===== src/rtl/pqsl_pkg.sv =====
// Shared types and codes for the sorted-list priority queue.
`timescale 1ns / 1ps
`default_nettype none

package pqsl_pkg;

  localparam int unsigned PRIO_W = 16;
  localparam int unsigned TAG_W  = 16;
  localparam int unsigned WORD_W = PRIO_W + TAG_W;

  // Operation codes on func_i
  localparam logic [1:0] FUNC_INSERT = 2'd0;
  localparam logic [1:0] FUNC_REMOVE = 2'd1;
  localparam logic [1:0] FUNC_PEEK   = 2'd2;

  // Status codes on status_o
  localparam logic [1:0] STATUS_OK    = 2'd0;
  localparam logic [1:0] STATUS_EMPTY = 2'd1;
  localparam logic [1:0] STATUS_FULL  = 2'd2;

  typedef enum logic [2:0] {
    S_IDLE,
    S_INS_RD,
    S_INS_CMP,
    S_FRONT,
    S_RESP
  } state_e;

  // Kind of result loaded into the output register
  typedef enum logic [1:0] {
    RES_OK,
    RES_EMPTY,
    RES_FULL,
    RES_TAG
  } res_e;

  // Read address select
  typedef enum logic {
    RD_FRONT,
    RD_IDX_M1
  } rd_sel_e;

  // Write data select
  typedef enum logic {
    WR_NEW,
    WR_RDATA
  } wr_sel_e;

  typedef struct packed {
    logic    capture;
    rd_sel_e rd_sel;
    logic    wr_en;
    wr_sel_e wr_sel;
    logic    idx_dec;
    logic    occ_inc;
    logic    pop;
    logic    out_load;
    res_e    out_kind;
  } cmd_t;

  typedef struct packed {
    logic occ_zero;
    logic occ_full;
    logic idx_zero;
    logic stop;
    logic out_free;
  } sts_t;

endpackage

`default_nettype wire


===== src/rtl/pqsl_ctrl.sv =====
// Controller state machine for the sorted-list priority queue.
`timescale 1ns / 1ps
`default_nettype none

module pqsl_ctrl
  import pqsl_pkg::*;
(
  input  wire logic       clk_i,
  input  wire logic       rst_ni,
  input  wire logic       req_valid_i,
  output logic            req_stall_o,
  input  wire logic [1:0] func_i,
  input  wire sts_t       sts_i,
  output cmd_t            cmd_o
);

  state_e state_q, state_d;
  logic   pop_q, pop_d;
  res_e   res_q, res_d;

  always_ff @(posedge clk_i or negedge rst_ni) begin
    if (!rst_ni) begin
      state_q <= S_IDLE;
      pop_q   <= 1'b0;
      res_q   <= RES_OK;
    end else begin
      state_q <= state_d;
      pop_q   <= pop_d;
      res_q   <= res_d;
    end
  end

  always_comb begin
    state_d        = state_q;
    pop_d          = pop_q;
    res_d          = res_q;
    req_stall_o    = (state_q != S_IDLE);
    cmd_o          = '0;
    cmd_o.rd_sel   = RD_FRONT;
    cmd_o.wr_sel   = WR_NEW;
    cmd_o.out_kind = RES_OK;

    case (state_q)
      S_IDLE: begin
        if (req_valid_i) begin
          cmd_o.capture = 1'b1;
          case (func_i)
            FUNC_INSERT: begin
              if (sts_i.occ_full) begin
                res_d   = RES_FULL;
                state_d = S_RESP;
              end else begin
                state_d = S_INS_RD;
              end
            end
            FUNC_REMOVE, FUNC_PEEK: begin
              if (sts_i.occ_zero) begin
                res_d   = RES_EMPTY;
                state_d = S_RESP;
              end else begin
                pop_d   = (func_i == FUNC_REMOVE);
                state_d = S_FRONT;
              end
            end
            default: begin
              res_d   = RES_OK;
              state_d = S_RESP;
            end
          endcase
        end
      end

      S_INS_RD: begin
        if (sts_i.idx_zero) begin
          cmd_o.wr_en   = 1'b1;
          cmd_o.occ_inc = 1'b1;
          res_d         = RES_OK;
          state_d       = S_RESP;
        end else begin
          cmd_o.rd_sel = RD_IDX_M1;
          state_d      = S_INS_CMP;
        end
      end

      S_INS_CMP: begin
        cmd_o.wr_en = 1'b1;
        if (sts_i.stop) begin
          cmd_o.occ_inc = 1'b1;
          res_d         = RES_OK;
          state_d       = S_RESP;
        end else begin
          // shift the smaller entry one place toward the tail
          cmd_o.wr_sel  = WR_RDATA;
          cmd_o.idx_dec = 1'b1;
          state_d       = S_INS_RD;
        end
      end

      S_FRONT: begin
        if (sts_i.out_free) begin
          cmd_o.out_load = 1'b1;
          cmd_o.out_kind = RES_TAG;
          cmd_o.pop      = pop_q;
          state_d        = S_IDLE;
        end
      end

      S_RESP: begin
        if (sts_i.out_free) begin
          cmd_o.out_load = 1'b1;
          cmd_o.out_kind = res_q;
          state_d        = S_IDLE;
        end
      end

      default: begin
        state_d = S_IDLE;
      end
    endcase
  end

endmodule

`default_nettype wire


===== src/rtl/pqsl_dpath.sv =====
// Datapath for the sorted-list priority queue: entry memory, pointers, result register.
`timescale 1ns / 1ps
`default_nettype none

module pqsl_dpath
  import pqsl_pkg::*;
#(
  parameter int unsigned DEPTH = 16
) (
  input  wire logic                     clk_i,
  input  wire logic                     rst_ni,
  input  wire logic signed [PRIO_W-1:0] priority_req_i,
  input  wire logic        [TAG_W-1:0]  tag_i,
  input  wire cmd_t                     cmd_i,
  output sts_t                          sts_o,
  output logic                          res_valid_o,
  input  wire logic                     res_stall_i,
  output logic             [TAG_W-1:0]  out_tag_o,
  output logic                          out_valid_o,
  output logic             [1:0]        status_o
);

  localparam int unsigned AW = (DEPTH > 1) ? $clog2(DEPTH) : 1;
  localparam int unsigned CW = $clog2(DEPTH + 1);
  localparam logic [AW:0]   DEPTH_A = (AW + 1)'(DEPTH);
  localparam logic [CW-1:0] DEPTH_C = CW'(DEPTH);

  logic [WORD_W-1:0] mem [DEPTH];
  logic [WORD_W-1:0] rdata_q;

  logic [AW-1:0]            head_q;
  logic [CW-1:0]            occ_q;
  logic [CW-1:0]            idx_q;
  logic signed [PRIO_W-1:0] prio_q;
  logic [TAG_W-1:0]         tag_q;

  logic             res_valid_q;
  logic [TAG_W-1:0] out_tag_q;
  logic             out_valid_q;
  logic [1:0]       status_q;

  logic [AW-1:0]     idx_a, idx_m1_a, raddr, waddr;
  logic [WORD_W-1:0] wdata;
  logic              out_free;

  // Map a queue position to a memory row, wrapping around the ring
  function automatic logic [AW-1:0] phys(input logic [AW-1:0] head,
                                         input logic [AW-1:0] pos);
    logic [AW:0] sum;
    sum = {1'b0, head} + {1'b0, pos};
    if (sum >= DEPTH_A) begin
      sum = sum - DEPTH_A;
    end
    return sum[AW-1:0];
  endfunction

  assign idx_a    = idx_q[AW-1:0];
  assign idx_m1_a = idx_a - AW'(1);
  assign raddr    = (cmd_i.rd_sel == RD_IDX_M1) ? phys(head_q, idx_m1_a) : head_q;
  assign waddr    = phys(head_q, idx_a);
  assign wdata    = (cmd_i.wr_sel == WR_RDATA) ? rdata_q : {prio_q, tag_q};
  assign out_free = !res_valid_q || !res_stall_i;

  always_ff @(posedge clk_i) begin
    if (cmd_i.wr_en) begin
      mem[waddr] <= wdata;
    end
    rdata_q <= mem[raddr];
  end

  always_ff @(posedge clk_i) begin
    if (cmd_i.capture) begin
      prio_q <= priority_req_i;
      tag_q  <= tag_i;
    end
  end

  always_ff @(posedge clk_i or negedge rst_ni) begin
    if (!rst_ni) begin
      head_q <= '0;
      occ_q  <= '0;
      idx_q  <= '0;
    end else begin
      if (cmd_i.capture) begin
        idx_q <= occ_q;
      end else if (cmd_i.idx_dec) begin
        idx_q <= idx_q - CW'(1);
      end
      if (cmd_i.occ_inc) begin
        occ_q <= occ_q + CW'(1);
      end else if (cmd_i.pop) begin
        occ_q  <= occ_q - CW'(1);
        head_q <= ({1'b0, head_q} + (AW + 1)'(1) == DEPTH_A) ? '0 : head_q + AW'(1);
      end
    end
  end

  always_ff @(posedge clk_i or negedge rst_ni) begin
    if (!rst_ni) begin
      res_valid_q <= 1'b0;
    end else if (cmd_i.out_load) begin
      res_valid_q <= 1'b1;
    end else if (!res_stall_i) begin
      res_valid_q <= 1'b0;
    end
  end

  always_ff @(posedge clk_i) begin
    if (cmd_i.out_load) begin
      case (cmd_i.out_kind)
        RES_TAG: begin
          out_tag_q   <= rdata_q[TAG_W-1:0];
          out_valid_q <= 1'b1;
          status_q    <= STATUS_OK;
        end
        RES_EMPTY: begin
          out_tag_q   <= '0;
          out_valid_q <= 1'b0;
          status_q    <= STATUS_EMPTY;
        end
        RES_FULL: begin
          out_tag_q   <= '0;
          out_valid_q <= 1'b0;
          status_q    <= STATUS_FULL;
        end
        default: begin
          out_tag_q   <= '0;
          out_valid_q <= 1'b0;
          status_q    <= STATUS_OK;
        end
      endcase
    end
  end

  assign sts_o.occ_zero = (occ_q == '0);
  assign sts_o.occ_full = (occ_q == DEPTH_C);
  assign sts_o.idx_zero = (idx_q == '0);
  assign sts_o.stop     = ($signed(rdata_q[WORD_W-1:TAG_W]) >= prio_q);
  assign sts_o.out_free = out_free;

  assign res_valid_o = res_valid_q;
  assign out_tag_o   = out_tag_q;
  assign out_valid_o = out_valid_q;
  assign status_o    = status_q;

endmodule

`default_nettype wire


===== src/rtl/priority_queue_sorted_list_unit.sv =====
// Top level of the sorted-list priority queue: controller plus datapath.
//
// Usage: one request per accepted handshake on the req channel (req_valid_i
// high, req_stall_o low). func_i selects insert, remove-highest or peek-highest;
// priority_req_i and tag_i matter only for insert. Every request yields exactly
// one response on the res channel (res_valid_o high, res_stall_i low) with
// out_tag_o, out_valid_o and status_o.
// Entries live in a ring-addressed memory, largest priority at the head, equal
// priorities in arrival order. Remove advances the head pointer in place.
// Insert walks from the tail toward the head, reading and then writing each
// position passed, shifting smaller entries back one slot.
// Because the memory read is registered, each position takes a read state
// (S_INS_RD) and then a compare-and-write state (S_INS_CMP).
// The block takes the next request as soon as the controller is idle, even if
// the previous response still waits under res_stall_i; a finished response
// then holds in its state until the output register frees up.
// Reset empties the queue at once (occupancy and head cleared); memory
// contents are left as they are and are never used before being written.
`timescale 1ns / 1ps
`default_nettype none

module priority_queue_sorted_list_unit
  import pqsl_pkg::*;
#(
  parameter int unsigned DEPTH = 16
) (
  input  wire logic                     clk_i,
  input  wire logic                     rst_ni,
  // request channel
  input  wire logic                     req_valid_i,
  output logic                          req_stall_o,
  input  wire logic        [1:0]        func_i,
  input  wire logic signed [PRIO_W-1:0] priority_req_i,
  input  wire logic        [TAG_W-1:0]  tag_i,
  // response channel
  output logic                          res_valid_o,
  input  wire logic                     res_stall_i,
  output logic             [TAG_W-1:0]  out_tag_o,
  output logic                          out_valid_o,
  output logic             [1:0]        status_o
);

  cmd_t cmd;
  sts_t sts;

  // Sequence each request: decode, tail-to-head insert walk, response hand-off
  pqsl_ctrl u_ctrl (
    .clk_i       (clk_i),
    .rst_ni      (rst_ni),
    .req_valid_i (req_valid_i),
    .req_stall_o (req_stall_o),
    .func_i      (func_i),
    .sts_i       (sts),
    .cmd_o       (cmd)
  );

  // Hold the entries, head/occupancy pointers and the response register
  pqsl_dpath #(
    .DEPTH (DEPTH)
  ) u_dpath (
    .clk_i          (clk_i),
    .rst_ni         (rst_ni),
    .priority_req_i (priority_req_i),
    .tag_i          (tag_i),
    .cmd_i          (cmd),
    .sts_o          (sts),
    .res_valid_o    (res_valid_o),
    .res_stall_i    (res_stall_i),
    .out_tag_o      (out_tag_o),
    .out_valid_o    (out_valid_o),
    .status_o       (status_o)
  );

endmodule

`default_nettype wire

===== config.mk =====
export PLATFORM = sky130hd
export DESIGN_NAME = priority_queue_sorted_list_unit
export DESIGN_NICKNAME = d
export VERILOG_FILES = /design/src/rtl/pqsl_pkg.sv /design/src/rtl/pqsl_ctrl.sv /design/src/rtl/pqsl_dpath.sv /design/src/rtl/priority_queue_sorted_list_unit.sv
export SDC_FILE = /design/constraint.sdc
export NUM_CORES = 1
export LEC_CHECK = 0
export ABC_AREA = 0
export BUFFER_PORTS_ARGS = -buffer_cell sky130_fd_sc_hd__clkbuf_2
export CORE_UTILIZATION = 58
export CTS_CLUSTER_DIAMETER = 60
export DETAILED_ROUTE_END_ITERATION = 7
export PLACE_DENSITY_LB_ADDON = 0.05
export REMOVE_ABC_BUFFERS = 1
export SETUP_SLACK_MARGIN = 0.4
export SLEW_MARGIN = 10
export SYNTH_ARGS = -nofsm -noshare
export SYNTH_HDL_FRONTEND = slang
export SYNTH_SLANG_ARGS = --single-unit

===== constraint.sdc =====
create_clock -name clk_i -period 6.4 [get_ports clk_i]
set_input_delay 0.64 -clock clk_i [delete_from_list [all_inputs] [get_ports clk_i]]
set_output_delay 0.64 -clock clk_i [all_outputs]
set_load 0.1 [all_outputs]

### After elaboration in Yosys (flattened, before gate mapping)

Memory sizes are Yosys's and may differ from the RTL's. A register that Yosys moved wholly into a read port is not among the register bits.
Index checks and enable logic that the tools add are counted.

* add/sub/neg operators: 10
* magnitude comparators: 3
* equal/unequal tests: 18
* multiplexer cells: 44
* bitwise gates (word level): 2
* reductions and logical operators: 17

Operators by type and width (count)
* $mux W32: 1
* $mux W3: 7
* $mux W4: 5
* $mux W5: 4
* $ge A16 B16 Y1: 1
* $mux W2: 7
* $mux W1: 12
* $pmux W3 S2: 2
* $pmux W3 S4: 1
* $sub A4 B1 Y4 const B: 3
* $add A4 B4 Y5: 2
* $eq A5 B5 Y1 const B: 2
* $ge A5 B5 Y1 const B: 2
* $logic_not A5 Y1: 2
* $sub A5 B1 Y5 const B: 2
* $pmux W2 S2: 2
* $eq A2 B2 Y1 const B: 3
* $eq A3 B2 Y1 const B: 2
* $ne A2 B2 Y1 const B: 3
* $ne A3 B3 Y1 const B: 2
* $pmux W2 S3: 1
* $reduce_and A6 Y1: 1
* $reduce_bool A3 Y1: 2
* $add A4 B1 Y5 const B: 1
* 16 further kinds: 24

* register bits: 72
* bits in writable memories: 512
* bits of input ports: 38
* output and inout bits: 21
* word-level logic and storage cells: 107
* memories: 1

Memories
* u_dpath.mem: depth 16, width 32, rd ports 1, clocked after Yosys merged registers in 1, write ports 1, RTL line pqsl_dpath.sv:28 `logic [WORD_W-1:0] mem [DEPTH];`

### Longest topological paths before layout

Gate-level depths: netlist (run 1).

* depth after elaboration: 6
* mapped depth: 13
* gate-level depth less buffers: 12

### Hierarchy

From an unflattened synthesis (run 1), not the netlist that was laid out.

* cell total of the unflattened synthesis: 1771
* area, all modules: 25381.8 µm²

By module, submodules not included
* pqsl_dpath: instances 1, cells an instance 1707, area each 24848.8 µm², seq. area each 17922.2 µm²
* pqsl_ctrl: instances 1, cells an instance 64, area each 533.0 µm², seq. area each 150.1 µm²

### Worst setup path after synthesis (run 1)

OpenSTA, ideal clock, no wires.

* path type: reg-to-reg
* start: reg u_dpath.head_q[0]
* end: mem u_dpath.mem[9][0] (netlist bit), enable pin
* library setup time: 501 ps
* data arrival time: 4518 ps
* required time: 5899 ps
* path slack: 1381 ps
* stages on the path, launching flop included: 6
* path buffers: 0
* clock period less this slack: 5019 ps
* cells stage by stage: dfrtp_1 -> ha_1 -> fa_1 -> xnor2_1 -> nand2_1 -> nor4_1

* cells in the longest elaborated chain, start to end: 3
* elaborated cells between the ends (all ways): 4
* classes of those cells: 2 x add/sub; 1 x order compare; 1 x mux

RTL lines
* start: declaration: RTL line pqsl_dpath.sv:31 `logic [AW-1:0] head_q;`
* start signal: assignment: RTL line pqsl_dpath.sv:93 `head_q <= ({1'b0, head_q} + (AW + 1)'(1) == DEPTH_A) ? '0 : head_q + AW'(1);`
* $add A4 B4 Y5 *: RTL line pqsl_dpath.sv:50 `sum = {1'b0, head} + {1'b0, pos};`
* $sub A4 B1 Y4 or $ge A5 B5 Y1 (tied branches): RTL line pqsl_dpath.sv:52, pqsl_dpath.sv:51
* $mux W4 *: RTL line pqsl_dpath.sv:51 `if (sum >= DEPTH_A) begin`
* end: declaration: RTL line pqsl_dpath.sv:28

Every way passes the cells marked *; elsewhere a longest branch is shown, timed or not.

### Worst setup path in the final report (run 1)

* start: reg u_dpath.idx_q[0]
* end: reg u_dpath.rdata_q[5] (read register of u_dpath.mem)

* cells in the longest elaborated chain, start to end: 5
* elaborated cells between the ends (all ways): 9
* classes of those cells: 3 x add/sub; 1 x order compare; 4 x mux; 1 x reduce/logical

RTL lines
* start: declaration: RTL line pqsl_dpath.sv:33 `logic [CW-1:0] idx_q;`
* start signal: assignment: RTL line pqsl_dpath.sv:85 `idx_q <= occ_q;`
* start signal: assignment: RTL line pqsl_dpath.sv:87 `idx_q <= idx_q - CW'(1);`
* $sub A4 B1 Y4: RTL line pqsl_dpath.sv:58 `assign idx_m1_a = idx_a - AW'(1);`
* $add A4 B4 Y5: RTL line pqsl_dpath.sv:50
* $sub A4 B1 Y4 or $ge A5 B5 Y1 (tied branches): RTL line pqsl_dpath.sv:52, pqsl_dpath.sv:51
* $mux W4: RTL line pqsl_dpath.sv:51
* $mux W4 *: RTL line pqsl_dpath.sv:59 `assign raddr = (cmd_i.rd_sel == RD_IDX_M1) ? phys(head_q, idx_m1_a) : head_q;`
* end: declaration: RTL line pqsl_dpath.sv:29 `logic [WORD_W-1:0] rdata_q;`

Marks and branches as above.
A chain may end at the register's enable or synchronous reset.

==> results of run 1 <==
==> worst register-to-register path, cell delays in order, from the launching register on <==
cell and delay (ns):
dfrtp_1 0.43, inv_1 0.10, ha_1 0.25, nor4b_4 0.16, nor3_4 0.32, mux2i_4 0.59
buf_4 0.79, buf_4 0.59, mux4_2 0.59, o22ai_1 0.20, nor3_2 0.07
==> sequential cells by signal, indices dropped and copies added (netlist names) <==
name and cells:
u_dpath.idx_q 5, u_ctrl.res_q 2, u_dpath.head_q 4, u_ctrl.state_q 3, u_dpath.mem 512, u_dpath.prio_q 16
u_dpath.out_valid_o 1, u_dpath.occ_q 5, u_ctrl.pop_q 1, u_dpath.res_valid_o 1, u_dpath.out_tag_o 16, u_dpath.rdata_q 32
u_dpath.tag_q 16, u_dpath.status_o 2
==> final timing paths <==
path,start,end,depth (start not counted),slack [ns]
max,u_dpath.idx_q[0],u_dpath.rdata_q[5],10,2.16
min in group clk_i,priority_req_i[2],u_dpath.prio_q[2],1,0.18
min reg2reg,u_dpath.rdata_q[11],u_dpath.out_tag_o[11],1,0.53
min,rst_ni,u_dpath.occ_q[3],1,0.004
max in group asynchronous,rst_ni,u_ctrl.res_q[0],1,5.98
max reg2reg,u_dpath.idx_q[0],u_dpath.rdata_q[5],10,2.16
==> power groups by stage <==
stage               clock network [mW]  registers (mW)  logic [mW]
floorplan                            0            5.78        2.59
global placement                     0            5.64        3.70
detailed placement                   0            5.66        3.78
CTS                               3.64            5.58        3.79
global route                      3.79            5.61        4.07
finish                            3.59            5.58        3.78
==> kinds of logic after synthesis <==
group / synth area share
XOR/XNOR: 0.00675
AO/OA/AOI/OAI: 0.0535
flip-flops: 0.744
buffers and inverters: 0.0196
AND/OR/NAND/NOR: 0.0596
adder cells (fa/ha/maj): 0.0184
multiplexers: 0.0982
==> through the flow <==
step                worst slack, ns  cells  TNS, ns
floorplan                     -2.39   1296   -76.48
global route                   1.87   2047        0
detailed placement             2.05   1935        0
global placement               2.22   1935        0
CTS                            2.05   2046        0
finish                         2.16   2047        0
==> layer usage <==
metal / part of all wire / GRT usage
met2: 0.48 / 0.429
met3: 0.071 / 0.0377
met4: 0.026 / 0.0864
met1: 0.43 / 0.390
met5: 0 / 0
==> cells in the final DEF (no fill, tap or decap), types with 34 or more instances in the layout <==
cell type,instances
buf_4,48
nand2_1,167
mux2i_1,68
a32o_1,64
nor3_2,34
mux4_2,64
edfxtp_1,563
clkbuf_2,58
clkbuf_16,61
==> final cells by class <==
class	instances	area (sq um)
flip-flops and latches	616	18100
clock inverters	34	397
well taps	532	666
clock buffers	77	1620
inverters	27	101
multi-input cells	653	5920
repair buffers	108	691
fillers	2812	13600
==> flow_summary.toml, run 1 <==
[routing]
first_pass_iters = 7
drc = 4
dr.first_iter.drc_count = 1316
wl_per_cell_um = 27.3
dr_total_vias = 12906
vias_per_cell = 6.30
ant_nets = 0
wl_um = 55900

[global_routing]
grt_antenna_before_repair = 0
grt_overflow = 0
grt_usage = 0.270
grt_pass1_vias = 12651
grt_first_pass_wirelength_um = 81200
grt_max_degree = 123

[place]
io_buffers = 58
place_congestion = 0.793
dp_hpwl_um = 29000
dpl_cell_area_sq_um = 25400

[critical_path]
crit_buf_inv = 3
critPathMostFrequentCell = "buf_4"
required_ns = 6.90
crit_type = "flop to flop"
cp-end-kind = "flop"
slowest_stage = "buf_4"
cp_cell_sequence = "inv_1 > ha_1 > nor4b_4 > nor3_4 > mux2i_4 > buf_4 > buf_4 > mux4_2 > o22ai_1 > nor3_2"
path_max_fanout = 37
start_kind = "flop"
path_delay_family = "buffers and inverters"
arrival_ns = 4.74
cpPeakStageDelay_ns = 0.78

[status]
outcome = "complete, but fails checks"
violations = "design-rule violations"

[pwr]
seq_power_share = 0.431
internal-power_mw = 8.84
switching_share = 0.318
power.switching_mw = 4.11
ir_drop_mv = 0.333
pwr-share-comb = 0.292
finalPower_mw = 12.9
power_frac_clock = 0.278
leakagePower_nw = 9.12
p_per_area_nw_per_um2 = 471

[clock_network]
clockBufferDepth = 3
h-tree-depth = 2
clk_latency_ns = 0.63
clk_pin_slew_ns = 0.07
root_buffer = "clkbuf_16"
cts_buffers = 59
cts_setup_buffers = 0
cts.sinks = 616
cts_resized = 0
cts_tree = "done"
holdBufCountCts = 0

[sta]
max_freq_mhz = 236
skew_ns = 0.0227
slew_headroom = 0.209
slew_viol_final = 0
worst_pin_slew_ns = 1.19
finalCritPeriodShare = 0.662
finalHoldViolCount = 0
rsz0062_at_grt = "false"
setup_viol = 0
period_needed_ns = 4.24
holdWs_ns = 0.00386

[logic_synthesis]
syn_inst = 1359
yosysTopAreaCell = "edfxtp_1"
yosysSeqAreaShare = 0.744
synth.distinct_cells = 66
ys_warn_count = 0
synth_top_cell_area_share = 0.696
synth.avg_cell_area_sq_um = 17.9
async_flop_share = 0.0341
synth_edf_count = 563
mappedNetlistArea_sq_um = 24300
yosys-top-cells-count = "edfxtp_1 (563), nand2_1 (168), mux2i_1 (68)"
synth.most_common_cell = "edfxtp_1"
ys.flop_type = "edfxtp_1"
ys_seq_elements = 616
synth_area_leaders = "edfxtp_1 (70%), mux4_2 (5.9%), mux2i_1 (2.8%)"

[die]
dieArea_sq_um = 42700
die_h_um = 207
ios = 59
initial_utilization = 0.591
std_cell_rows = 74
design.core.area_sq_um = 41100
dieWidth_um = 207

[finish]
utilization = 0.668
design_area_sq_um = 27500
area_delta_synth_final_pct = 13.0
drive_above_1_share = 0.228
nets = 1537
diodes = 0

[job]
maxCapViolations = 0

[min_path]
worstHoldPathType = "primary input to asynchronous set/reset pin"
Note: power is estimated with default switching activity, not from simulation.
==> run 2: changes to the inputs <==
clock period = 4.05 ns   (was 6.4 ns; I/O delays follow)
==> flow_summary.toml, run 2 (synthesized netlist as in run 1, its figures left out) <==
[routing]
wl_um = 54800
ant_nets = 0
drt-met1-wl_um = 24300
vias_per_cell = 6.13
dr.first_iter.drc_count = 1156
wl_met2_um = 25900
wl_per_cell_um = 26.0
dr_total_vias = 12893
top_layer_used = "met4"
first_pass_iters = 8
drc = 4
wl_met3_um = 3110

[sta]
holdWs_ns = 0.0346
finalHoldViolCount = 0
timing.setup.tns_ns = 0
skew_ns = 0.0202
setup_viol = 0
rsz0062_at_grt = "false"
max_freq_mhz = 287
worst_pin_slew_ns = 0.851
slew_headroom = 0.432
period_needed_ns = 3.49
worst_slack_ns = 0.564
finalCritPeriodShare = 0.861
slew_viol_final = 0

[critical_path]
path_max_fanout = 31
cp-end-kind = "flop"
slowest_stage = "buf_4"
critPathLaunch = "u_dpath.idx_q[0]"
start_kind = "flop"
crit_type = "flop to flop"
arrival_ns = 3.96
r2r-start = "u_dpath.idx_q[0]"
cp_cell_sequence = "inv_1 > ha_1 > xor2_1 > ha_1 > a21oi_1 > a211oi_1 > o21ai_2 > xnor2_4 > buf_4 > mux4_2 > o22ai_1 > nor3_2"
cpPeakStageDelay_ns = 0.46
critPathMostFrequentCell = "ha_1"
required_ns = 4.53

[die]
design.core.area_sq_um = 41100
initial_utilization = 0.591
std_cell_rows = 74
die_h_um = 207
dieArea_sq_um = 42700
ios = 59
dieWidth_um = 207

[finish]
mostFrequentLayoutCell = "edfxtp_1"
nets = 1594
layout_common_cells = "edfxtp_1 (563), nand2_1 (167), mux2i_1 (68), clkbuf_16 (66)"
area_delta_synth_final_pct = 15.4
diodes = 0
largest_reg_flops = 512
drive_above_1_share = 0.234
top_regs = "u_dpath.mem (512), u_dpath.rdata_q (32)"
largest_register = "u_dpath.mem"

[place]
dp_slack_ns = 0.629
io_buffers = 58
dp_hpwl_um = 30500
place_congestion = 0.871

[pwr]
ir_drop_mv = 0.565
p_per_area_nw_per_um2 = 736
leakagePower_nw = 9.38

[clock_network]
cts.sinks = 616
h-tree-depth = 3
cts_tree = "done"
cts_buffers = 66
clockBufferDepth = 3
clk_pin_slew_ns = 0.06
root_buffer = "clkbuf_16"
cts_setup_buffers = 0
clk_latency_ns = 0.59

[global_routing]
grt_usage = 0.268
grt_antenna_before_repair = 0
grt_first_pass_wirelength_um = 81500
grt_max_degree = 58
grt_overflow = 0
grt_pass1_vias = 12896

[min_path]
hp-start = "priority_req_i[15]"
worstHoldPathType = "primary input to flop"

[status]
violations = "design-rule violations"
outcome = "complete, but fails checks"

[job]
maxCapViolations = 0
[run 2: path summary, 6_finish.rpt]
| path | endpoint | slack, ns | cells past startpoint |
|---|---|---|---|
| min | u_dpath.prio_q[15] | 0.03 | 1 |
| max in group asynchronous | u_ctrl.res_q[0] | 3.35 | 2 |
| max | u_dpath.rdata_q[23] | 0.56 | 12 |
| min in group asynchronous | u_dpath.occ_q[2] | 0.33 | 2 |
| min reg2reg | u_dpath.out_tag_o[3] | 0.53 | 1 |
| max reg2reg | u_dpath.rdata_q[23] | 0.56 | 12 |
[run 2: worst max-delay path: cells and delay by family, from the launching register on]
kind / cells / cell delay [ns]
AO/OA/AOI/OAI: 4 / 0.79
XOR/XNOR: 2 / 0.51
adder cells (fa/ha/maj): 2 / 0.62
buffers and inverters: 2 / 0.57
flip-flops: 1 / 0.43
multiplexers: 1 / 0.37
AND/OR/NAND/NOR: 1 / 0.07
[run 2: layer usage]
metal / global-route usage / up-vias
li1: - / 5733
met1: 0.387 / 6652
met2: 0.422 / 414
met3: 0.0419 / 94
met4: 0.0835 / 0
met5: 0 / -
[run 2: report_power, final]
| group | switching, mW | total (mW) | internal [mW] |
|---|---|---|---|
| clock network | 2.40 | 5.71 | 3.31 |
| logic | 3.83 | 6.09 | 2.27 |
| registers | 0.386 | 8.83 | 8.45 |
| total | 6.62 | 20.6 | 14.0 |
[run 2: final cells by class]
type                            count  area [sq um]
Multi-Input combinational cell    653          5920
Sequential cell                   616         18100
Clock inverter                     28           268
Tap cell                          532           666
Clock buffer                       90          1780
Inverter                           27           101
Fill cell                        2710         13100
Timing Repair Buffer              158          1230
[run 2: timing repair]
item                                    4_1_cts  5_1_grt
hold buffers                                 30        1
endpoints found under the setup margin        0        8
endpoints found under the hold margin        50        1
resized for setup                             0        1
[run 2: through the flow]
step	power [mW]	std cells	instance area, sq um	utilization
global placement	14.9	1955	25700	0.625
detailed placement	15.0	1955	25700	0.625
CTS	20.8	2103	28000	0.682
floorplan	13.2	1296	23900	-
finish	20.6	2104	28000	0.682
global route	21.5	2104	28000	0.682
==> run 3: changes to the inputs <==
MAX_ROUTING_LAYER = met4   (was not set)
==> flow_summary.toml, run 3 (synthesized netlist as in run 1, its figures left out) <==
[status]
outcome = "complete, but fails checks"
violations = "design-rule violations"

[clock_network]
cts_buffers = 66
clk_pin_slew_ns = 0.06
root_buffer = "clkbuf_16"
clockBufferDepth = 3
cts_tree = "done"
clk_latency_ns = 0.59
cts.sinks = 616
h-tree-depth = 3

[sta]
rsz0062_at_grt = "false"
setup_viol = 0
max_freq_mhz = 285
period_needed_ns = 3.51
finalCritPeriodShare = 0.867
slew_headroom = 0.445
slew_viol_final = 0
worst_pin_slew_ns = 0.832
skew_ns = 0.0198
timing.setup.tns_ns = 0
holdWs_ns = 0.0415
finalHoldViolCount = 0

[die]
initial_utilization = 0.591
design.core.area_sq_um = 41100
std_cell_rows = 74
ios = 59
dieArea_sq_um = 42700
die_h_um = 207
dieWidth_um = 207

[pwr]
ir_drop_mv = 0.565
leakagePower_nw = 9.38
p_per_area_nw_per_um2 = 736

[global_routing]
grt_usage = 0.276
grt_first_pass_wirelength_um = 81600
grt_overflow = 0
grt_max_degree = 58
grt_pass1_vias = 12845
grt_antenna_before_repair = 0

[critical_path]
path_max_fanout = 31
cpPeakStageDelay_ns = 0.47
reg2reg_slack_ns = 0.54
critPathLaunch = "u_dpath.idx_q[0]"
crit_path_end = "u_dpath.rdata_q[23]"
r2r_cells = 12
r2r-start = "u_dpath.idx_q[0]"
r2r_end = "u_dpath.rdata_q[23]"
arrival_ns = 3.99
cp_cell_sequence = "inv_1 > ha_1 > xor2_1 > ha_1 > a21oi_1 > a211oi_1 > o21ai_2 > xnor2_4 > buf_4 > mux4_2 > o22ai_1 > nor3_2"
critPathMostFrequentCell = "ha_1"
start_kind = "flop"
slowest_stage = "buf_4"
crit_type = "flop to flop"
required_ns = 4.53
cp-end-kind = "flop"

[routing]
wl_per_cell_um = 26.1
dr.first_iter.drc_count = 1193
drc = 4
wl_um = 54900
first_pass_iters = 8
dr_total_vias = 12933
ant_nets = 0
vias_per_cell = 6.15

[finish]
largest_reg_flops = 512
largest_register = "u_dpath.mem"
drive_above_1_share = 0.234
nFillCells = 2710
area_delta_synth_final_pct = 15.4
nets = 1594
final-seq-area_sq_um = 18100
diodes = 0
top_regs = "u_dpath.mem (512), u_dpath.rdata_q (32)"
mostFrequentLayoutCell = "edfxtp_1"
layout_common_cells = "edfxtp_1 (563), nand2_1 (167), mux2i_1 (68), clkbuf_16 (66)"
multi_input_area_sq_um = 5920

[min_path]
worstHoldPathType = "primary input to flop"
hold_depth = 1

[place]
place_congestion = 0.885
io_buffers = 58
dp_hpwl_um = 30500

[job]
maxCapViolations = 0
[run 3: cell counts in the layout (fill, tap and decap cells not counted)]
No cell type changed its count.
[run 3: final cells by class]
cell class | count | area share
clock buffers | 90 | 0.0635
clock inverters | 28 | 0.00955
inverters | 27 | 0.00361
multi-input cells | 653 | 0.211
flip-flops and latches | 616 | 0.645
well taps | 532 | 0.0237
repair buffers | 158 | 0.0439
[run 3: power by group]
| group | internal, mW | total (mW) | switching [mW] |
|---|---|---|---|
| Combinational | 2.27 | 6.09 | 3.83 |
| Sequential | 8.45 | 8.83 | 0.388 |
| Clock | 3.31 | 5.71 | 2.40 |
| Total | 14.0 | 20.6 | 6.61 |
[run 3: worst min-delay path by stage]
stage                        from            endpoint  slack (ns)
4_1_cts        priority_req_i[12]  u_dpath.prio_q[12]      0.0006
5_1_grt        priority_req_i[15]  u_dpath.prio_q[15]      0.0006
3_5_place_dp               rst_ni    u_dpath.occ_q[0]        0.41
2_1_floorplan              rst_ni        u_ctrl.pop_q        0.11
6_report       priority_req_i[15]  u_dpath.prio_q[15]        0.04
3_3_place_gp               rst_ni    u_dpath.occ_q[0]        0.42
[run 3: metrics by stage]
| step | instances | utilization | power, mW | area [sq um] | setup WS, ns |
|---|---|---|---|---|---|
| after global placement | 1955 | 0.625 | 14.9 | 25700 | 0.689 |
| after CTS | 2103 | 0.682 | 20.8 | 28000 | 0.583 |
| after floorplan | 1296 | - | 13.2 | 23900 | -4.74 |
| after global routing | 2104 | 0.682 | 21.5 | 28000 | 0.404 |
| final | 2104 | 0.682 | 20.6 | 28000 | 0.540 |
| after detailed placement | 1955 | 0.625 | 15.0 | 25700 | 0.629 |
[run 3: routing by layer]
layer | vias to the layer above | wire length (um) | GRT usage
met3 | 91 | 3360 | 0.0413
met1 | 6669 | 24200 | 0.390
met5 | - | 0 | -
met2 | 444 | 26000 | 0.423
li1 | 5729 | - | -
met4 | 0 | 1360 | 0.0798
[run 3: worst max-delay path, delay by kind of cell (launching register included)]
family,cells,cell delay (ns)
adder cells (fa/ha/maj),2,0.61
AO/OA/AOI/OAI,4,0.79
AND/OR/NAND/NOR,1,0.07
XOR/XNOR,2,0.51
flip-flops,1,0.43
multiplexers,1,0.37
buffers and inverters,2,0.58
[run 3: what timing repair did]
| action | in CTS | in global routing |
|---|---|---|
| buffers inserted | 0 | 0 |
| hold endpoints to repair | 50 | 1 |
| hold buffers | 30 | 1 |
| setup endpoints to repair | 0 | 8 |
| gates resized for setup | 0 | 1 |
